<file path="config.mk">
export PLATFORM = sky130hd
export DESIGN_NAME = sopca_lane
export DESIGN_NICKNAME = d
export VERILOG_FILES = /design/src/hdl/sopca_pkg.sv /design/src/hdl/sopca_lane.sv
export SDC_FILE = /design/constraint.sdc
export NUM_CORES = 2
export LEC_CHECK = 0
export BUFFER_PORTS_ARGS = -buffer_cell sky130_fd_sc_hd__buf_2
export CORE_UTILIZATION = 35
export DETAILED_ROUTE_END_ITERATION = 7
export HOLD_SLACK_MARGIN = 0.1
export PLACE_DENSITY = 0.51
export SLEW_MARGIN = 5
export SYNTH_ARGS = -nofsm -noshare
export SYNTH_HDL_FRONTEND = slang
export SYNTH_SLANG_ARGS = --single-unit
</file>
<file path="constraint.sdc">
create_clock -name aclk -period 15 [get_ports aclk]
set_clock_uncertainty 0.1 [all_clocks]
set_input_delay 3 -clock aclk [delete_from_list [all_inputs] [get_ports aclk]]
set_output_delay 3 -clock aclk [all_outputs]
set_load 0.02 [all_outputs]
</file>
<file path="src/hdl/sopca_pkg.sv">
// shared types and constants for the online pca block
package sopca_pkg;

    // datapath widths
    localparam int XW  = 16;  // input sample
    localparam int WW  = 24;  // basis weight, Q1.22
    localparam int MW  = 32;  // channel mean, 2^-26 V
    localparam int XCW = 24;  // centred sample, 2^-16 V
    localparam int YW  = 28;  // projection
    localparam int CW  = 29;  // per-component step coefficient
    localparam int RW  = 32;  // residual
    localparam int MAW = 30;  // lane multiplier operand a
    localparam int MBW = 33;  // lane multiplier operand b
    localparam int PW  = MAW + MBW;
    localparam int QW  = 25;  // renormalise quotient bits
    localparam int SW  = 32;  // square root width
    localparam int DW  = 56;  // divider remainder width
    localparam int OW  = 15;  // output component
    localparam int LRW = 25;
    localparam int MCW = 24;
    localparam int OSW = 16;
    localparam int CFG_IW = 3;
    localparam int CFG_DW = 32;

    localparam logic signed [WW-1:0] W_ONE = 24'sh400000;
    localparam logic signed [WW-1:0] W_MAX = 24'sh7FFFFF;
    localparam logic signed [WW-1:0] W_MIN = 24'sh800000;
    localparam logic signed [OW-1:0] OUT_LIM = 15'sd10240;

    // reset values of the registers
    localparam logic [LRW-1:0] LRATE_RST  = 25'd192800;
    localparam logic [MCW-1:0] MCOEF_RST  = 24'd1195;
    localparam logic [OSW-1:0] OSCALE_RST = 16'd4096;

    // register map
    typedef enum logic [CFG_IW-1:0] {
        REG_CENTRE = 3'd0,
        REG_FREEZE = 3'd1,
        REG_LRATE  = 3'd2,
        REG_MCOEF  = 3'd3,
        REG_OSCALE = 3'd4
    } cfg_reg_t;

    // lane operations, one per cycle
    typedef enum logic [3:0] {
        OP_NONE,
        OP_LOAD,
        OP_DIFF,
        OP_MMUL,
        OP_MEAN,
        OP_XC,
        OP_PROJ,
        OP_RMUL,
        OP_RSUB,
        OP_UMUL,
        OP_UPD,
        OP_SQ,
        OP_DIVLD,
        OP_DIVSTEP,
        OP_WB
    } lane_op_t;

    typedef struct packed {
        lane_op_t op;
        logic     action;
        logic     centre;
        logic     zero_norm;
    } lane_ctrl_t;

    typedef enum logic [4:0] {
        ST_IDLE,
        ST_DIFF,
        ST_MMUL,
        ST_MEAN,
        ST_XC,
        ST_PROJ,
        ST_PSUM,
        ST_RMUL,
        ST_RSUB,
        ST_UMUL,
        ST_UPD,
        ST_SQ,
        ST_NSUM,
        ST_SQRT,
        ST_DIVLD,
        ST_DIV,
        ST_WB,
        ST_OMUL,
        ST_OSAT,
        ST_DONE
    } state_t;

endpackage

</file>
<file path="src/hdl/sopca_lane.sv">
// one channel lane: mean tracker, weight column, residual and divider
module sopca_lane
    import sopca_pkg::*;
#(
    parameter int NUM_COMPONENTS = 3,
    parameter int LANE           = 0,
    parameter int KW             = 2
) (
    input  logic                  aclk,
    input  logic                  aresetn,
    input  lane_ctrl_t            ctrl,
    input  logic [KW-1:0]         comp_idx,
    input  logic signed [XW-1:0]  sample,
    input  logic [MCW-1:0]        mean_coef,
    input  logic signed [YW-1:0]  y_k,
    input  logic signed [CW-1:0]  coef_k,
    input  logic [SW-1:0]         root,
    output logic signed [PW-1:0]  prod
);

    localparam logic signed [PW-1:0] HALF22 = PW'(64'd2097152);
    localparam logic signed [PW-1:0] HALF20 = PW'(64'd524288);

    logic signed [WW-1:0]  w_reg [NUM_COMPONENTS];
    logic signed [MW-1:0]  mean_reg;
    logic signed [XW-1:0]  sample_reg;
    logic signed [MBW-1:0] diff_reg;
    logic signed [XCW-1:0] xc_reg;
    logic signed [RW-1:0]  res_reg;
    logic signed [WW-1:0]  v_reg;
    logic signed [PW-1:0]  prod_reg;
    logic [DW-1:0]         rem_reg;
    logic [DW-1:0]         den_reg;
    logic [QW-1:0]         q_reg;

    logic signed [WW-1:0]  w_k;
    logic signed [31:0]    x_full;
    logic signed [MBW-1:0] diff_c;
    logic signed [33:0]    xsum;
    logic signed [XCW-1:0] xc_next;
    logic signed [PW-1:0]  rnd22;
    logic signed [PW-1:0]  rnd20;
    logic signed [42:0]    delta;
    logic signed [43:0]    vsum;
    logic signed [WW-1:0]  v_next;
    logic [WW:0]           vneg;
    logic [WW-1:0]         mag;
    logic signed [WW-1:0]  w_next;
    logic signed [MAW-1:0] ma;
    logic signed [MBW-1:0] mb;
    logic signed [PW-1:0]  prod_next;

    assign w_k    = w_reg[comp_idx];
    assign x_full = {sample_reg, 16'b0};
    assign diff_c = MBW'(x_full) - MBW'(mean_reg);

    // centred or plain sample in 2^-16 V
    assign xsum    = 34'(diff_c) + 34'sd512;
    assign xc_next = ctrl.centre ? xsum[33:10] : {{2{sample_reg[XW-1]}}, sample_reg, 6'b0};

    // rounded product terms
    assign rnd22 = prod_reg + HALF22;
    assign rnd20 = prod_reg + HALF20;
    assign delta = rnd20[PW-1:20];
    assign vsum  = 44'(w_k) + 44'(delta);

    // hebbian update with weight saturation
    always_comb begin
        if (vsum > 44'(W_MAX)) begin
            v_next = W_MAX;
        end else if (vsum < 44'(W_MIN)) begin
            v_next = W_MIN;
        end else begin
            v_next = vsum[WW-1:0];
        end
    end

    assign vneg = -{v_reg[WW-1], v_reg};
    assign mag  = v_reg[WW-1] ? vneg[WW-1:0] : v_reg;

    // renormalised weight, zero for a zero norm, else clamped to the weight range
    always_comb begin
        if (ctrl.zero_norm) begin
            w_next = '0;
        end else if (q_reg[QW-1:WW-1] != '0) begin
            w_next = v_reg[WW-1] ? W_MIN : W_MAX;
        end else if (v_reg[WW-1]) begin
            w_next = -{1'b0, q_reg[WW-2:0]};
        end else begin
            w_next = {1'b0, q_reg[WW-2:0]};
        end
    end

    // multiplier operand select
    always_comb begin
        case (ctrl.op)
            OP_MMUL: begin
                ma = MAW'($signed({1'b0, mean_coef}));
                mb = diff_reg;
            end
            OP_PROJ: begin
                ma = MAW'(w_k);
                mb = MBW'(xc_reg);
            end
            OP_RMUL: begin
                ma = MAW'(y_k);
                mb = MBW'(w_k);
            end
            OP_UMUL: begin
                ma = MAW'(coef_k);
                mb = MBW'(res_reg);
            end
            OP_SQ: begin
                ma = MAW'(v_reg);
                mb = MBW'(v_reg);
            end
            default: begin
                ma = '0;
                mb = '0;
            end
        endcase
        prod_next = ma * mb;
    end

    // weight column and mean: reset and the reset action load the unit column and clear the mean
    always_ff @(posedge aclk) begin
        if (!aresetn || (ctrl.op == OP_LOAD && ctrl.action)) begin
            for (int k = 0; k < NUM_COMPONENTS; k++) begin
                w_reg[k] <= (k == LANE) ? W_ONE : '0;
            end
            mean_reg <= '0;
        end else begin
            if (ctrl.op == OP_MEAN && ctrl.centre) begin
                mean_reg <= mean_reg + prod_reg[55:24];
            end
            if (ctrl.op == OP_WB) begin
                w_reg[comp_idx] <= w_next;
            end
        end
    end

    // per-item datapath
    always_ff @(posedge aclk) begin
        case (ctrl.op)
            OP_LOAD: sample_reg <= sample;
            OP_DIFF: diff_reg <= diff_c;
            OP_XC: begin
                xc_reg  <= xc_next;
                res_reg <= RW'(xc_next);
            end
            OP_RSUB: res_reg <= res_reg - rnd22[53:22];
            OP_UPD:  v_reg <= v_next;
            OP_DIVLD: begin
                rem_reg <= {4'b0, mag, 28'b0} + DW'(root >> 1);
                den_reg <= {root, 24'b0};
            end
            OP_DIVSTEP: begin
                if (rem_reg >= den_reg) begin
                    rem_reg <= rem_reg - den_reg;
                    q_reg   <= {q_reg[QW-2:0], 1'b1};
                end else begin
                    q_reg <= {q_reg[QW-2:0], 1'b0};
                end
                den_reg <= den_reg >> 1;
            end
            default: ;
        endcase
        if (ctrl.op == OP_MMUL || ctrl.op == OP_PROJ || ctrl.op == OP_RMUL ||
            ctrl.op == OP_UMUL || ctrl.op == OP_SQ) begin
            prod_reg <= prod_next;
        end
    end

    assign prod = prod_reg;

endmodule

</file>
Word level (Yosys, flattened, before mapping)
Memories as Yosys holds them, arrays and structs flattened.
Cells that the tools add are included.

storage, ports and cells
  register bits after elaboration = 361
  RAM bits = 72
  input bits = 140
  output and inout bits = 63
  word-level logic and storage cells = 76
  memories = 1

memory list
  name   words  width  read ports  clocked after Yosys merged registers in  write ports  RTL line          source
  w_reg  3      24     1           0                                        3            sopca_lane.sv:24  logic signed [WW-1:0] w_reg [NUM_COMPONENTS];

cells by class
  add/subtract/negate cells = 11
  $mul = 1
  magnitude comparators = 3
  equality and inequality tests = 15
  muxes and demuxes = 22
  reductions and logical operators = 13

operators by type and width
  kind                      number
  $pmux W56 S2              2
  $mux W24                  8
  $pmux W33 S5              1
  $pmux W30 S5              1
  $pmux W32 S2              1
  $add A63 B21 Y63 const B  1
  $mul A30 B33 Y63          1
  $ge A56 B56 Y1            1
  $mux W56                  1
  $sub A56 B56 Y56          1
  $add A54 B23 Y54 const B  1
  $add A52 B31 Y53          1
  $add A24 B43 Y44          1
  $gt A44 B24 Y1 const B    1
  $lt A44 B24 Y1 const B    1
  $add A33 B11 Y34 const B  1
  $sub A32 B32 Y33          1
  $add A32 B32 Y32          1
  $sub A32 B32 Y32          1
  $eq A4 B4 Y1 const B      7
  $neg A23 Y24              1
  $neg A24 Y24              1
  $reduce_or A24 Y1         1
  $eq A4 B3 Y1 const B      4
  other kinds (10)          24

Longest topological paths before layout
  word-level depth = 7
  mapped depth = 39
  mapped depth without buffers = 36

Worst setup path after synthesis
No wires, ideal clock.

  path type = input port to flip-flop
  start = in comp_idx[0]
  end = reg prod_reg[62], in the netlist prod[62] (data pin)
  arrival = 12.762 ns
  data required time = 14.641 ns
  path slack = 1.878 ns
  stages = 36
  buffers on the path = 3
  cell sequence = clkbuf_1 -> mux4_2 -> a221o_1 -> clkbuf_1 -> a21o_1 -> a21o_1 -> clkbuf_1 -> nand2_1 -> inv_1 -> fa_1 -> inv_1 -> fa_1 -> inv_1 -> fa_1 -> fa_1 -> inv_1 -> fa_1 -> inv_1 -> fa_1 -> fa_1 -> inv_1 -> fa_1 -> inv_1 -> ha_1 -> a21o_1 -> a21o_1 -> a21oi_1 -> o21ai_0 -> a21o_1 -> a21o_1 -> and2_1 -> a311o_1 -> a21oi_1 -> o31ai_1 -> a21oi_1 -> xnor2_1

between the ends
  longest elaborated chain between the ends = 3

RTL lines
  element                                       RTL line           source
  start: declaration                            sopca_lane.sv:12   input logic [KW-1:0] comp_idx,
  $mem_v2 Z3 W24 *                              -
  $pmux W30 S5 or $pmux W33 S5 (tied branches)  sopca_lane.sv:96   case (ctrl.op)
  $mul A30 B33 Y63 *                            sopca_lane.sv:122  prod_next = ma * mb;
  via prod_next[62]                             sopca_lane.sv:51   logic signed [PW-1:0] prod_next;
  end signal: assignment                        sopca_lane.sv:170  prod_reg <= prod_next;
  end: declaration                              sopca_lane.sv:31   logic signed [PW-1:0] prod_reg;

Mark *: on every way through the listed nets, which the timed path passes. The rest lies on a longest branch.
A chain may end at the register's enable or synchronous reset.

Final worst setup path
  start = in ctrl[5] (netlist name)
  end = reg prod_reg[59], in the netlist prod[59] (data pin)

between the ends
  longest elaborated chain between the ends = 3

RTL lines
  element                                       RTL line           source
  start: declaration                            sopca_lane.sv:11   input lane_ctrl_t ctrl,
  $eq A4 B4 Y1 (tied with other cells)          sopca_lane.sv:96
  $pmux W30 S5 or $pmux W33 S5 (tied branches)  sopca_lane.sv:96
  $mul A30 B33 Y63 *                            sopca_lane.sv:122
  via prod_next[59]                             sopca_lane.sv:51

Marks and branches as above.

==> results.ini <==
[layout]
multi_input_area_um2 = 46500
antennaDiodeCount = 0
nFillCells = 19000
largest_reg_flops = 96
fin_nets = 8924
final_util = 0.387
areaGrowthSynthToFinish_pct = 9.35
regArea_um2 = 13400
drive_gt1_frac = 0.0744

[yosys]
synth_top_family_by_area = adder cells
synth_nets = 8822
synth_compound_area_frac = 0.101
ys_ff_latch = 457
ys_top_cells_by_count = inv_1 (1311), fa_1 (1047), nand2_1 (901)
netlist-cell-type-count = 103
syn_area_per_cell_um2 = 9.07
synth_fa_ha_area_frac = 0.387
synthFlopType = edfxtp_1
postSynthCellCount = 7269
synth.most_common_cell = inv_1
synthMuxAreaShare = 0.0112
synth_top_cells_by_area = fa_1 (32%), edfxtp_1 (19%), inv_1 (7.5%), ha_1 (6.9%), nand2_1 (5.1%)
async_flop_share = 0
ys_warn_count = 0
yosysTopAreaCell = fa_1
yosys.area_share.xor_xnor = 0.0462
ys_seq_area_frac = 0.203
yosysTopAreaCellShare = 0.318
synthesis.area_um2 = 65900
synth_edf_count = 425
yosys.area_share.simple = 0.158

[floorplanning]
core_area_um2 = 186000
die-area_um2 = 190000
rows = 158
start_util = 0.354
die_w_um = 436
io_pins = 203
dieHeight_um = 436

[clock_network]
cts_buffer_depth = 3
htree_levels = 2
cts_made_buffers = 56
clockRootBuffer = clkbuf_16
cts.repair.resized = 0
clk_latency_ns = 0.68
cts_tree = built
clk_pin_slew_ns = 0.07
ctsHoldBuffers = 0
cts.sinks = 457
post_cts_buffers = 0

[route]
dr.pass1.iters = 6
drt_wl_total_um = 219000
drc = 0
ant_nets = 0
viasPerCell = 5.25
wl_per_cell_um = 22.2
vias = 52000
first_iter_violations = 4134

[placement]
place_congestion = 0.939
port_buffers = 202
hpwl_um = 182000

[timing]
setup_viol = 0
drv_slew = 0
holdWs_ns = 0.378
post-route-period-util = 0.901
rsz0062_at_grt = false
max_slew.worst_pin.slew_ns = 1.26
timing.fmax_ghz = 0.0740
tns_ns = 0
hold_viol = 0
max_slew_margin = 0.147
fin_crit_ns = 13.52

[setup_path]
setup.worst_path.start_class = primary input
cp_slowest_cell = and4_1
path_class = primary input to register
slowest_delay_ns = 1.04
r2r_slack_ns = 3.80
arrival_ns = 13.81
crit_fanout = 66
cp.required_ns = 15.29
endpoint_kind = register
r2r.worst_path.cells = 30
cpMostUsedCell = fa_1

[pwr]
fin_total_pwr_mw = 7.20
power.leakage_nw = 33.7
peakVddDrop_mv = 0.0879
p_per_area_nw_per_um2 = 99.8

[status]
outcome = finished, final reports clean

[hold_path]
holdPathStages = 2
min-delay-path-class = register to register

[grt]
grt_use_total = 0.231
grt_max_degree = 79
antenna_found_initial = 2
grt_pass1_wl_um = 333000
grt_pass1_vias = 53500
grt_overflow_total = 0

[flow_run]
maxCapViolCount = 0

area by class of cell:
| cell class | instances | area share |
|---|---|---|
| sequential | 457 | 0.186 |
| clock inverter | 37 | 0.00635 |
| inverter | 1313 | 0.0683 |
| tap | 2480 | 0.0430 |
| timing repair buffer | 361 | 0.0309 |
| clock buffer | 67 | 0.0200 |
| multi-input combinational | 5182 | 0.645 |
worst max-delay path: cells and delay by family:
| family | cells | cell delay, ns |
|---|---|---|
| compound gates | 9 | 2.65 |
| xor+xnor | 1 | 0.14 |
| fa+ha+maj | 9 | 4.42 |
| buf+inv | 11 | 1.37 |
| simple gates | 7 | 2.15 |
per-stage QoR:
step / std cells / setup slack [ns] / area (µm²)
2_1_floorplan: 7269 / 1.88 / 65900
3_3_place_gp: 9793 / 0.895 / 70200
3_5_place_dp: 9793 / 0.913 / 70200
4_1_cts: 9897 / 1.55 / 72100
5_1_grt: 9897 / 0.895 / 72100
6_report: 9897 / 1.48 / 72100
layer usage:
layer | track usage | vias to the layer above | wire (µm)
met1 | 0.296 | 26600 | 90900
li1 | - | 23500 | -
met4 | 0.0874 | 4 | 9750
met5 | 0 | - | 32
met3 | 0.0300 | 337 | 11800
met2 | 0.396 | 1487 | 107000
worst paths after layout:
kind	from	end
worst max-delay path	ctrl[5]	prod[59]$_DFFE_PP_
worst min-delay path	mean_reg[20]$_SDFFE_PP0P_	mean_reg[20]$_SDFFE_PP0P_
worst max register to register	v_reg[23]$_SDFFCE_PN0N_	prod[50]$_DFFE_PP_
worst min register to register	mean_reg[20]$_SDFFE_PP0P_	mean_reg[20]$_SDFFE_PP0P_
placed cells by master (no fill, tap or decap), types with 14 or more instances in the layout:
cell type,instances
o21ai_0,207
nor4_1,24
and3_1,32
xnor2_1,209
a22oi_1,49
o31ai_1,34
mux4_2,24
fa_1,1047
o22ai_1,26
edfxtp_1,425
dfxtp_1,32
nor2b_1,39
a211oi_1,37
ha_1,366
clkbuf_16,56
nand3_1,83
nand4_1,84
a221oi_1,14
and4_1,41
buf_2,202
xor2_1,133
a31oi_1,25
buf_4,157
o21a_1,48
a21oi_1,264
or3_1,37
o21ai_1,31
o21bai_1,22
nand2b_1,70
o211ai_1,15
nor3_1,79
nand2_1,901
and2_1,48
a21o_1,134
inv_1,1311
nor2_1,827
or2_2,19
report_power, final:
group	internal [mW]	switching, mW	total (mW)
clock network	0.830	0.607	1.44
registers	1.59	0.263	1.85
logic	1.50	2.41	3.91
total	3.92	3.28	7.20
cells by family (layout without fill, tap and decap cells):
logic type                 after synthesis  after routing
AOI/OAI and AO/OA                     1031           1031
xor gates and xnor gates               345            345
adders and majority gates             1413           1413
buffers and inverters                 1630           1778
DFF                                    457            457
muxes                                   42             42
and+or+nand+nor                       2351           2351
Note: power is estimated with default switching activity, not from simulation.
