`src/hdl/sopca_pkg.sv`:
```
// shared types and constants for the online pca block
package sopca_pkg;

    // datapath widths
    localparam int XW  = 16;  // input sample
    localparam int WW  = 24;  // basis weight, Q1.22
    localparam int MW  = 32;  // channel mean, 2^-26 V
    localparam int XCW = 24;  // centred sample, 2^-16 V
    localparam int YW  = 28;  // projection
    localparam int CW  = 29;  // per-component step coefficient
    localparam int RW  = 32;  // residual
    localparam int MAW = 30;  // lane multiplier operand a
    localparam int MBW = 33;  // lane multiplier operand b
    localparam int PW  = MAW + MBW;
    localparam int QW  = 25;  // renormalise quotient bits
    localparam int SW  = 32;  // square root width
    localparam int DW  = 56;  // divider remainder width
    localparam int OW  = 15;  // output component
    localparam int LRW = 25;
    localparam int MCW = 24;
    localparam int OSW = 16;
    localparam int CFG_IW = 3;
    localparam int CFG_DW = 32;

    localparam logic signed [WW-1:0] W_ONE = 24'sh400000;
    localparam logic signed [WW-1:0] W_MAX = 24'sh7FFFFF;
    localparam logic signed [WW-1:0] W_MIN = 24'sh800000;
    localparam logic signed [OW-1:0] OUT_LIM = 15'sd10240;

    // reset values of the registers
    localparam logic [LRW-1:0] LRATE_RST  = 25'd192800;
    localparam logic [MCW-1:0] MCOEF_RST  = 24'd1195;
    localparam logic [OSW-1:0] OSCALE_RST = 16'd4096;

    // register map
    typedef enum logic [CFG_IW-1:0] {
        REG_CENTRE = 3'd0,
        REG_FREEZE = 3'd1,
        REG_LRATE  = 3'd2,
        REG_MCOEF  = 3'd3,
        REG_OSCALE = 3'd4
    } cfg_reg_t;

    // lane operations, one per cycle
    typedef enum logic [3:0] {
        OP_NONE,
        OP_LOAD,
        OP_DIFF,
        OP_MMUL,
        OP_MEAN,
        OP_XC,
        OP_PROJ,
        OP_RMUL,
        OP_RSUB,
        OP_UMUL,
        OP_UPD,
        OP_SQ,
        OP_DIVLD,
        OP_DIVSTEP,
        OP_WB
    } lane_op_t;

    typedef struct packed {
        lane_op_t op;
        logic     action;
        logic     centre;
        logic     zero_norm;
    } lane_ctrl_t;

    typedef enum logic [4:0] {
        ST_IDLE,
        ST_DIFF,
        ST_MMUL,
        ST_MEAN,
        ST_XC,
        ST_PROJ,
        ST_PSUM,
        ST_RMUL,
        ST_RSUB,
        ST_UMUL,
        ST_UPD,
        ST_SQ,
        ST_NSUM,
        ST_SQRT,
        ST_DIVLD,
        ST_DIV,
        ST_WB,
        ST_OMUL,
        ST_OSAT,
        ST_DONE
    } state_t;

endpackage

```
`src/hdl/sopca_sqrt.sv`:
```
// iterative integer square root, one result bit per cycle
module sopca_sqrt
    import sopca_pkg::*;
(
    input  logic          aclk,
    input  logic          aresetn,
    input  logic          start,
    input  logic [63:0]   radicand,
    output logic          busy,
    output logic [SW-1:0] root
);

    logic [63:0] n_reg;
    logic [63:0] r_reg;
    logic [63:0] bit_reg;
    logic        busy_reg;
    logic [63:0] trial;

    assign trial = r_reg + bit_reg;

    // digit recurrence, bit walks down two places per step
    always_ff @(posedge aclk) begin
        if (!aresetn) begin
            busy_reg <= 1'b0;
        end else if (start) begin
            busy_reg <= 1'b1;
        end else if (busy_reg && bit_reg == 64'd1) begin
            busy_reg <= 1'b0;
        end
    end

    always_ff @(posedge aclk) begin
        if (start) begin
            n_reg   <= radicand;
            r_reg   <= '0;
            bit_reg <= 64'd1 << 62;
        end else if (busy_reg) begin
            if (n_reg >= trial) begin
                n_reg <= n_reg - trial;
                r_reg <= (r_reg >> 1) + bit_reg;
            end else begin
                r_reg <= r_reg >> 1;
            end
            bit_reg <= bit_reg >> 2;
        end
    end

    assign busy = busy_reg;
    assign root = r_reg[SW-1:0];

endmodule

```
`config.mk`:
```
export PLATFORM = sky130hd
export DESIGN_NAME = sopca_sqrt
export DESIGN_NICKNAME = d
export VERILOG_FILES = /design/src/hdl/sopca_pkg.sv /design/src/hdl/sopca_sqrt.sv
export SDC_FILE = /design/constraint.sdc
export NUM_CORES = 1
export LEC_CHECK = 0
export BUFFER_PORTS_ARGS = -buffer_cell sky130_fd_sc_hd__buf_2
export CAP_MARGIN = 20
export CORE_MARGIN = 4
export CORE_UTILIZATION = 50
export CTS_CLUSTER_SIZE = 40
export DETAILED_ROUTE_END_ITERATION = 16
export PLACE_DENSITY_LB_ADDON = 0.12
export SLEW_MARGIN = 10
export SYNTH_ARGS = -nofsm -noshare
export SYNTH_HDL_FRONTEND = slang
export SYNTH_SLANG_ARGS = --single-unit
```
`constraint.sdc`:
```
create_clock -name aclk -period 29.2 [get_ports aclk]
set_input_delay 2.92 -clock aclk [delete_from_list [all_inputs] [get_ports aclk]]
set_output_delay 2.92 -clock aclk [all_outputs]
set_load 0.02 [all_outputs]
```
After elaboration in Yosys (flattened, before gate mapping). Index checks and enable logic that the tools add are counted.

Register bits: 161. Output and inout port bits: 33. Word-level logic and storage cells: 20.

$add $sub $neg: 3. $lt $le $gt $ge: 1. Equal/unequal tests: 1. Muxes and demuxes: 6. Reductions and logical operators: 5.

Operator list (number): 64-bit 2-to-1 mux (4); 63-bit by 63-bit adder with 64-bit output (1); 64-bit by 63-bit adder with 64-bit output (1); 64-bit greater-or-equal comparator (1); 64-bit subtractor (1); 32-bit by 1-bit == test with 1-bit output, second input constant (1); 2-bit nonzero test (3); 1-bit 2-to-1 mux (2); 2-bit AND reduction (1); 1-bit logical AND (1).

Longest topological paths before layout. Gate-level depths: netlist of run 1.

Depth after elaboration: 5. Mapped depth: 24.

Worst setup path after synthesis of run 1. OpenSTA, ideal clock, no wires.

Path type: register to register. Start: reg r_reg[0]. End: reg n_reg[0], enable pin. Arrival: 8.817 ns. Required time: 28.626 ns. Setup slack: 19.809 ns. Stages on the path, launching flop included: 24. Clock period less this slack: 9.391 ns. Path through: dfxtp_1 > ha_1 > ha_1 > a21o_1 > a31oi_1 > o211ai_1 > a2111oi_1 > o31ai_1 > a21boi_0 > nor2_1 > o21ai_0 > xor2_1 > ha_1 > and2_1 > buf_2 > nand3_1 > nor3_1 > nand2_1 > a31o_2 > a21oi_4 > nor2_4 > buf_4 > buf_4 > o21ai_0.

Cells in the longest elaborated chain, start to end: 4.

Ends and longest elaborated chain: start, declared (line sopca_sqrt.sv:14) `logic [63:0] r_reg;`; start signal, assigned (line sopca_sqrt.sv:40) `r_reg <= (r_reg >> 1) + bit_reg;`; start signal, assigned (line sopca_sqrt.sv:42) `r_reg <= r_reg >> 1;`; 64-bit by 63-bit adder with 64-bit output (line sopca_sqrt.sv:19) `assign trial = r_reg + bit_reg;`; 64-bit greater-or-equal comparator (line sopca_sqrt.sv:38) `if (n_reg >= trial) begin`; 2-bit nonzero test (no source line); 2-bit AND reduction (no source line); end signal, assigned (line sopca_sqrt.sv:34) `n_reg <= radicand;`; end signal, assigned (line sopca_sqrt.sv:39) `n_reg <= n_reg - trial;`; end, declared (line sopca_sqrt.sv:13) `logic [63:0] n_reg;`.

No other way between the ends. A chain may end at the register's enable or synchronous reset.

Final worst setup path of run 1.
Start: reg r_reg[0]. End: reg n_reg[61], enable pin.

The elaborated chain is that of the path after synthesis.

==> results.py, run 1 <==
metrics = {
    "power": {
        "p_switching_mw": 0.621,
        "p_leak_nw": 6.56,
        "p_per_area_nw_per_um2": 79.5,
        "clock_power_share_pct": 18.1,
        "switching_share_pct": 46.3,
        "peakVddDrop_uv": 47.6,
        "intPower_mw": 0.720,
        "seqPwrFrac_pct": 26.1,
        "p_comb_share_pct": 55.8,
        "finalPower_mw": 1.34,
    },
    "clock_network": {
        "cts_setup_buffers": 0,
        "clockRootBuffer": "clkbuf_16",
        "cts_tree": "yes",
        "insertion_delay_ps": 450,
        "ctsResizeCount": 0,
        "clkTransAtPathRegs_ps": 60,
        "clock_path_buffers": 2,
        "htree_levels": 4,
        "cts_buffers": 17,
        "clock-sinks": 161,
        "hold_buffers": 0,
    },
    "grt": {
        "grt_max_degree": 84,
        "grt_pass1_wl_um": 78400,
        "grt.overflow.total": 0,
        "grt_pass1_vias": 14400,
        "grt_usage_pct": 27.6,
        "antenna_found_initial": 1,
    },
    "place": {
        "dp_hpwl_um": 37400,
        "place_congestion": 0.945,
        "dp_cells": 2388,
        "io_buffers": 99,
    },
    "routing": {
        "top_layer": "met5",
        "drcViolationCount": 0,
        "wl_met3_um": 3450,
        "wl_um": 49700,
        "first_pass_iters": 6,
        "wl_per_cell_um": 20.5,
        "antenna_left": 0,
        "routed-wl-met2_um": 21300,
        "vias_per_cell": 6.40,
        "met1_length_um": 24000,
        "via_count": 15500,
        "drt_iter0_drc": 1385,
    },
    "hold_path": {
        "hp-class": "reg -> reg",
        "hp-start": "r_reg[0]",
    },
    "yosys": {
        "yosys.area.top_type": "dfxtp_1",
        "syn_area_sq_um": 15900,
        "yosys.area_share.xor_xnor_pct": 7.37,
        "ys.flop_type": "dfxtp_1",
        "synthAdderAreaFrac_pct": 10.3,
        "synth-edff-count": 64,
        "synthSimpleGateAreaFrac_pct": 20.9,
        "synth_top_family_by_area": "compound AO/OA/AOI/OAI gates",
        "yosysWarnings": 0,
        "synth_compound_area_share_pct": 28.0,
        "syn_area_per_cell_sq_um": 7.84,
        "async_reset_ff_share_pct": 0,
        "synthMuxAreaShare_pct": 3.15,
        "synth_top_area_share_pct": 12.2,
        "ys_ff_latch": 161,
        "syn_nets": 2227,
        "synth_cell_types": 95,
        "synthTopCellsByArea": "dfxtp_1 (12%), edfxtp_1 (12%), ha_1 (10%), nand2_1 (5.2%), o21ai_0 (4.7%)",
        "yosysSeqAreaShare_pct": 24.3,
        "synth_cells": 2029,
    },
    "setup_path": {
        "r2r-start": "r_reg[0]",
        "cp_data_required_time_ps": 29270,
        "end_kind": "flop",
        "crit_path_max_incr_delay_ps": 760,
        "regToRegSetupSlack_ps": 22120,
        "cp_common_cell": "ha_1",
        "cp_max_fo": 64,
        "crit_arrival_ps": 7140,
        "startpoint": "r_reg[0]",
        "worstSetupPathType": "reg -> reg",
        "worstPathCellList": "ha_1, ha_1, a21o_1, a31oi_1, o211ai_1, a2111oi_1, nor4_1, o21ai_2, a31oi_1, nand2_1, xor2_1, ha_1, a21oi_1, o21ai_0, a21oi_1, o21ai_0, a221oi_1, nand2_1, nor2_4, buf_4, o21ai_4, buf_4",
        "crit_slowest_cell": "a2111oi_1",
        "start_kind": "flop",
    },
    "layout": {
        "num-nets-final": 2203,
        "n_fill_cell": 3075,
        "layout-drive-gt1-share_pct": 9.97,
        "stdcell_count": 2419,
        "antenna_cells": 0,
        "post-route-util_pct": 53.6,
        "seqCellArea_sq_um": 3870,
        "syn2layout_area_growth_pct": 6.00,
        "multi_input_area_sq_um": 11100,
    },
    "timing": {
        "clock_skew_ps": 13.8,
        "rsz0062_at_grt": "false",
        "hold_viol_final": 0,
        "min_period_over_period_pct": 24.2,
        "hold_ws_ps": 537,
        "setup_viol": 0,
        "tightest_slew_ps": 1010,
        "final.min_clock_period_ps": 7080,
        "fin_setup_tns_ps": 0,
        "relSlewSlack_pct": 32.4,
        "maxSlewViolCount": 0,
        "max_freq_ghz": 0.141,
    },
    "die": {
        "rows": 65,
        "initial_core_util_pct": 50.6,
        "die_x_um": 186,
        "die_h_um": 186,
        "fp.dieArea_sq_um": 34700,
        "ioPinCount": 100,
        "core_sq_um": 31500,
    },
    "status": {
        "status": "finished clean",
    },
    "flow_run": {
        "maxCapViolations": 0,
    },
}
==> per-layer routing <==
layer / up-vias / GRT usage (%)
li1: 7492 / -
met1: 7363 / 41.1
met2: 563 / 41.8
met3: 65 / 4.55
met4: 2 / 6.48
met5: - / 0
==> metrics by stage <==
stage / setup WS, ps / area, sq um
6_report: 22120 / 16900
5_1_grt: 21710 / 16900
4_1_cts: 22230 / 16900
3_5_place_dp: 22330 / 16300
3_3_place_gp: 22450 / 16300
2_1_floorplan: 19810 / 15900
==> cells in the final DEF (no fill, tap or decap), types with 14 or more instances in the layout <==
master     netlist  final
a211oi_1        35     35
a21o_1          60     60
a21oi_1        117    117
a221oi_1        14     14
a311oi_1        32     32
a31o_2          15     15
a31oi_1         66     66
and2_1          29     29
and3_1          21     21
buf_2           21     98
clkbuf_16        0     19
dfxtp_1         97     96
edfxtp_1        64     64
ha_1           130    130
inv_1           56     57
mux2i_1         40     40
nand2_1        222    222
nand3_1         55     55
nand4_1         42     42
nor2_1         177    177
nor2b_1         15     15
nor3_1          39     39
nor4_1          16     16
o21ai_0        150    149
o21bai_1        37     37
or3_1           18     18
xnor2_1         68     68
xor2_1          66     66
==> power by group through the flow <==
stage / Clock (mW) / Combinational [mW] / Sequential, mW
floorplan: 0 / 0.583 / 0.328
global placement: 0 / 0.727 / 0.353
detailed placement: 0 / 0.731 / 0.353
CTS: 0.246 / 0.737 / 0.349
global route: 0.255 / 0.825 / 0.355
finish: 0.243 / 0.748 / 0.350
==> layout make-up <==
type,instances,share of cell area (%)
clock buffer,21,2.92
clock inverter,10,0.712
inverter,56,1.25
multi-input combinational,1663,65.9
sequential,161,22.9
tap,402,2.98
timing repair buffer,106,3.29
==> cells by family after synthesis <==
group,Yosys count
AOI/OAI and AO/OA,659
xor gates and xnor gates,134
adders and majority gates,131
buffers and inverters,205
DFF,161
muxes,49
and+or+nand+nor,690
==> synth_stat cells, drive strengths merged (6+ instances only) <==
cell / count
a21o: 63
nor2b: 15
nand2: 224
dfxtp: 97
o21a: 12
nor3b: 10
o31a: 7
o21ai: 156
nor3: 39
nor2: 178
xor2: 66
edfxtp: 64
ha: 130
a221o: 7
a31oi: 66
mux2i: 40
clkbuf: 84
nand3: 56
a221oi: 15
and4: 10
mux2: 9
a211oi: 39
o21bai: 37
o221ai: 7
nor4: 18
or3: 18
and2: 31
a31o: 15
a21oi: 120
and3: 22
a21boi: 9
inv: 56
a311oi: 32
buf: 65
or2: 8
o211ai: 9
nand4: 42
a2111oi: 8
a2bb2oi: 6
o31ai: 14
xnor2: 68
==> critical path, delay by kind of cell, from the launching register on <==
kind                     cells  cell delay (ps)
flip-flops                   1              340
AND/OR/NAND/NOR              4              890
XOR/XNOR                     1              310
buffers and inverters        2             1100
AO/OA/AOI/OAI               12             3290
adder cells (fa/ha/maj)      3              710
==> path summary, 6_finish.rpt <==
kind,cells after the start,endpoint
worst max-delay path,22,n_reg[61]
worst min-delay path,2,r_reg[0]
worst max register to register,22,n_reg[61]
worst min register to register,2,r_reg[0]
No activity file was read; power rests on OpenSTA's default activity.
==> inputs of run 2 (changes only) <==
Settings changed: ABC_AREA set to 1.
Clock period 29.2 ns to 5.8 ns, I/O delays scaled along.
==> results.py, run 2 <==
metrics = {
    "status": {
        "status": "finished clean",
    },
    "routing": {
        "first_pass_iters": 8,
        "drt_iter0_drc": 2415,
        "wl_um": 81300,
        "drcViolationCount": 0,
        "wl_per_cell_um": 19.6,
        "via_count": 23700,
        "antenna_left": 0,
        "vias_per_cell": 5.71,
    },
    "timing": {
        "rsz0062_at_grt": "false",
        "maxSlewViolCount": 0,
        "setup_viol": 0,
        "fin_ws_ps": 428,
        "hold_viol_final": 0,
        "clock_skew_ps": 16.8,
        "relSlewSlack_pct": 28.5,
        "max_freq_ghz": 0.186,
        "final.min_clock_period_ps": 5370,
        "min_period_over_period_pct": 92.6,
        "tightest_slew_ps": 1070,
        "fin_setup_tns_ps": 0,
        "hold_ws_ps": 338,
    },
    "place": {
        "dp_cells": 4121,
        "place_area_sq_um": 20900,
        "dp_slack_ps": 600,
        "io_buffers": 99,
        "place_congestion": 1.08,
        "dp_hpwl_um": 65400,
    },
    "yosys": {
        "synthMuxAreaShare_pct": 0,
        "syn_area_per_cell_sq_um": 5.62,
        "ys.flop_type": "dfxtp_1",
        "synthMostInstantiatedCell": "nand2_1",
        "synth-edff-count": 64,
        "synthTopCellsByArea": "nand2_1 (23%), dfxtp_1 (9.6%), edfxtp_1 (9.5%), inv_1 (9.3%), ha_1 (8.0%)",
        "synth_top_area_share_pct": 22.7,
        "synth_cell_types": 50,
        "synth_common_cells": "nand2_1 (1,225), inv_1 (499), nor2_1 (418)",
        "synth_cells": 3594,
        "syn_nets": 3792,
        "async_reset_ff_share_pct": 0,
        "synth_compound_area_share_pct": 13.0,
        "yosysWarnings": 0,
        "synth_top_family_by_area": "simple AND/OR/NAND/NOR gates",
        "ys_ff_latch": 161,
        "synthAdderAreaFrac_pct": 8.15,
        "synthSimpleGateAreaFrac_pct": 42.8,
        "syn_area_sq_um": 20200,
        "yosys.area.top_type": "nand2_1",
        "yosysSeqAreaShare_pct": 19.1,
        "yosys.area_share.xor_xnor_pct": 4.25,
    },
    "clock_network": {
        "hold_buffers": 0,
        "clock_path_buffers": 2,
        "clkTransAtPathRegs_ps": 70,
        "clockRootBuffer": "clkbuf_16",
        "insertion_delay_ps": 520,
        "cts_setup_buffers": 0,
        "cts_buffers": 17,
        "clock-sinks": 161,
        "ctsResizeCount": 0,
        "htree_levels": 4,
        "cts_tree": "yes",
    },
    "grt": {
        "grt_usage_pct": 36.1,
        "grt_pass1_vias": 22300,
        "antenna_found_initial": 0,
        "grt_max_degree": 87,
        "grt.overflow.total": 0,
        "grt_pass1_wl_um": 123000,
    },
    "layout": {
        "antenna_cells": 0,
        "num-nets-final": 3813,
        "n_fill_cell": 4250,
        "fin_area_sq_um": 21500,
        "mostFrequentLayoutCell": "nand2_1",
        "layout-drive-gt1-share_pct": 5.51,
        "syn2layout_area_growth_pct": 6.21,
        "final_cell_mix": "nand2_1 (1,224), inv_1 (498), nor2_1 (418)",
        "stdcell_count": 4153,
    },
    "setup_path": {
        "timing.critical_path.buf_inv": 1,
        "cp_top_family": "simple AND/OR/NAND/NOR gates",
        "end_kind": "flop",
        "regToRegSetupSlack_ps": 430,
        "cp_max_fo": 64,
        "cp_common_cell": "nand2_1",
        "crit_arrival_ps": 5540,
        "worstPathCellList": "ha_1, nand2_1, o21ai_0, nand2_1, o211ai_1, nand2_1, nand2_1, xnor2_1, ha_1, nand2_1, nor2_1, nand3_1, nor2_2, nand4_1, nand3_2, nand2_4, nand2_4, nand2_2, nand2_2, buf_12",
        "crit_slowest_cell": "dfxtp_1",
        "crit_path_max_incr_delay_ps": 620,
        "cp_data_required_time_ps": 5960,
        "worstSetupPathType": "reg -> reg",
        "start_kind": "flop",
    },
    "flow_run": {
        "maxCapViolations": 0,
    },
    "die": {
        "rows": 73,
        "fp.dieArea_sq_um": 43700,
        "core_sq_um": 39800,
        "initial_core_util_pct": 50.8,
        "die_h_um": 209,
        "die_x_um": 209,
        "ioPinCount": 100,
    },
    "power": {
        "peakVddDrop_uv": 323,
        "p_per_area_nw_per_um2": 487,
        "p_leak_nw": 10.0,
    },
    "hold_path": {
        "hp-class": "in -> reg",
    },
}
## run 2: worst paths after layout
check / startpoint / to / cells after the start
setup / recovery: r_reg[14] / n_reg[17] / 20
hold / removal: radicand[60] / n_reg[60] / 3
setup reg to reg: r_reg[14] / n_reg[17] / 20
hold reg to reg: r_reg[0] / r_reg[0] / 2
## run 2: logic make-up (layout without fill, tap and decap cells)
family,Yosys count,count (layout)
fa+ha+maj,131,131
compound gates,485,485
simple gates,2095,2095
buf+inv,624,658
xor+xnor,98,98
flops,161,161
## run 2: area by class of cell
cell class	instances	area, sq um	share of cell area, %
Sequential cell	161	3870	18.0
Tap cell	525	657	3.06
Clock buffer	19	443	2.06
Inverter	505	1900	8.83
Clock inverter	13	146	0.682
Multi-Input combinational cell	2809	13800	64.2
Timing Repair Buffer	121	676	3.15
## run 2: layer usage
metal	wire length [um]	track usage (%)
met1	33000	45.3
met2	37200	60.4
met3	6130	4.58
met5	0	0
met4	4920	19.2
## run 2: metrics by stage
step	util [%]	power, mW
6_report	53.9	10.5
3_5_place_dp	52.4	9.03
4_1_cts	53.9	10.3
5_1_grt	53.9	11.3
3_3_place_gp	52.4	8.93
2_1_floorplan	-	7.16
## run 2: worst reg2reg max path: stages, from the launching register on
cell and delay, ps:
dfxtp_1 620, ha_1 310, nand2_1 120, o21ai_0 440, nand2_1 150, o211ai_1 440, nand2_1 130, nand2_1 230
xnor2_1 130, ha_1 360, nand2_1 110, nor2_1 230, nand3_1 180, nor2_2 170, nand4_1 190, nand3_2 180
nand2_4 80, nand2_4 60, nand2_2 260, nand2_2 210, buf_12 310
## run 2: power breakdown
part	switching, mW	leakage, nW	internal, mW
combinational	4.79	8.28	2.33
clock	0.598	0.291	0.618
sequential	0.460	1.44	1.66
==> inputs of run 3 (changes only) <==
Settings changed: RECOVER_POWER set to 50.
==> results.py, run 3 (synthesized netlist as in run 2, its figures left out) <==
metrics = {
    "timing": {
        "relSlewSlack_pct": -55.8,
        "tightest_slew_ps": 2340,
        "min_period_over_period_pct": 92.9,
        "setup_viol": 0,
        "fin_setup_tns_ps": 0,
        "hold_viol_final": 0,
        "maxSlewViolCount": 182,
        "max_freq_ghz": 0.186,
        "clock_skew_ps": 17.4,
        "rsz0062_at_grt": "false",
        "final.min_clock_period_ps": 5390,
    },
    "clock_network": {
        "clockRootBuffer": "clkbuf_16",
        "cts_buffers": 17,
        "hold_buffers": 0,
        "insertion_delay_ps": 510,
        "clock-sinks": 161,
        "ctsResizeCount": 0,
        "htree_levels": 4,
        "clock_path_buffers": 2,
        "cts_tree": "yes",
        "clkTransAtPathRegs_ps": 70,
        "cts_setup_buffers": 0,
    },
    "routing": {
        "antenna_left": 0,
        "vias_per_cell": 5.71,
        "via_count": 23700,
        "drt_iter0_drc": 2425,
        "wl_per_cell_um": 19.6,
        "wl_um": 81300,
        "drcViolationCount": 0,
        "first_pass_iters": 6,
    },
    "setup_path": {
        "crit_slowest_cell": "dfxtp_1",
        "cp_common_cell": "nand2_1",
        "reg2regPathDepth": 21,
        "cp_top_family": "simple AND/OR/NAND/NOR gates",
        "worstSetupPathType": "reg -> reg",
        "cp_max_fo": 64,
        "timing.critical_path.buf_inv": 2,
        "regToRegSetupSlack_ps": 410,
        "r2r-start": "r_reg[20]",
        "end_kind": "flop",
        "crit_arrival_ps": 5550,
        "crit_path_max_incr_delay_ps": 580,
        "worstPathCellList": "ha_1, nand2_1, o21ai_0, nand2_1, o21ai_0, a21oi_1, o21ai_0, clkbuf_1, nand3_1, nand3_1, nand2_1, ha_1, nand2_1, nor2_2, nand2_1, nor2_1, a21oi_4, nand2_4, nand2_2, nand2_2, buf_12",
        "start_kind": "flop",
        "worst_r2r_endpoint": "n_reg[17]",
        "cp_data_required_time_ps": 5960,
    },
    "hold_path": {
        "hp-start": "radicand[17]",
        "min_delay_path_depth": 3,
        "hp-class": "in -> reg",
        "hold_end": "n_reg[17]",
    },
    "layout": {
        "stdcell_count": 4153,
        "mostFrequentLayoutCell": "nand2_1",
        "syn2layout_area_growth_pct": 5.89,
        "final_cell_mix": "nand2_1 (1,224), inv_1 (499), nor2_1 (420)",
        "antenna_cells": 0,
        "layout-drive-gt1-share_pct": 4.38,
        "num-nets-final": 3813,
        "post-route-util_pct": 53.7,
    },
    "power": {
        "finalPower_mw": 10.5,
        "peakVddDrop_uv": 321,
        "p_switching_mw": 5.86,
        "intPower_mw": 4.59,
        "p_leak_nw": 9.85,
        "p_per_area_nw_per_um2": 488,
        "p_comb_share_pct": 68.2,
        "clock_power_share_pct": 11.6,
        "switching_share_pct": 56.1,
        "seqPwrFrac_pct": 20.2,
    },
    "die": {
        "fp.dieArea_sq_um": 43700,
        "core_sq_um": 39800,
        "die_x_um": 209,
        "initial_core_util_pct": 50.8,
        "die_h_um": 209,
        "rows": 73,
        "ioPinCount": 100,
    },
    "grt": {
        "grt_pass1_wl_um": 123000,
        "grt_pass1_vias": 22300,
        "grt.overflow.total": 0,
        "antenna_found_initial": 0,
        "grt_usage_pct": 36.1,
        "grt_max_degree": 87,
    },
    "flow_run": {
        "maxCapViolations": 3,
    },
    "status": {
        "violations": "capacitance limit, slew limit",
        "status": "finished, violations left",
    },
    "place": {
        "place_congestion": 1.08,
        "dp_cells": 4121,
        "dp_hpwl_um": 65400,
        "io_buffers": 99,
    },
}
-- run 3: changes by cell type in the layout (fill, tap and decap cells not counted), sizes merged --
cell / delta
clkbuf: +38
inv: -1
clkinv: +1
buf: -38
-- run 3: area by class of cell --
class | count | area, sq um
multi-input cells | 2809 | 13800
fillers | 4272 | 18400
repair buffers | 121 | 614
inverters | 505 | 1900
clock buffers | 19 | 443
flip-flops and latches | 161 | 3870
well taps | 525 | 657
clock inverters | 13 | 146
-- run 3: worst max-delay path by stage --
stage / startpoint / end / slack [ps] / cells after the start
after CTS: r_reg[14] / n_reg[26] / 560 / 20
after detailed placement: r_reg[14] / n_reg[10] / 600 / 20
after floorplan: bit_reg[10] / n_reg[0] / 810 / 24
after global placement: r_reg[14] / n_reg[11] / 590 / 20
final: r_reg[20] / n_reg[17] / 410 / 21
after global routing: r_reg[14] / n_reg[19] / 60 / 22
-- run 3: through the flow --
step | setup slack [ps] | hold slack (ps) | area, sq um
6_report | 411 | 342 | 21400
2_1_floorplan | 808 | 463 | 20200
3_5_place_dp | 600 | 490 | 20900
5_1_grt | 57.0 | 348 | 21400
3_3_place_gp | 586 | 477 | 20900
4_1_cts | 562 | 322 | 21500
-- run 3: power groups by stage --
stage | Combinational [mW] | Clock [mW] | Sequential, mW
floorplan | 5.29 | 0 | 1.87
global placement | 6.83 | 0 | 2.10
detailed placement | 6.92 | 0 | 2.11
CTS | 6.95 | 1.22 | 2.09
global route | 7.85 | 1.26 | 2.15
finish | 7.13 | 1.21 | 2.12
-- run 3: worst reg2reg max path, stage by stage (launching register included) --
cell      delay (ps)
dfxtp_1          580
ha_1             280
nand2_1          100
o21ai_0          350
nand2_1          120
o21ai_0          410
a21oi_1           80
o21ai_0          110
clkbuf_1         380
nand3_1          190
nand3_1          130
nand2_1           90
ha_1             420
nand2_1          150
nor2_2           190
nand2_1          150
nor2_1           220
a21oi_4          110
nand2_4           80
nand2_2          260
nand2_2          210
buf_12           330
-- run 3: per-layer routing --
layer | routed length (um) | global-route usage [%] | vias up
met5 | 0 | 0 | -
met4 | 4990 | 19.2 | 0
met3 | 6040 | 4.58 | 256
met2 | 37200 | 60.4 | 1154
met1 | 33000 | 45.3 | 10800
li1 | - | - | 11500
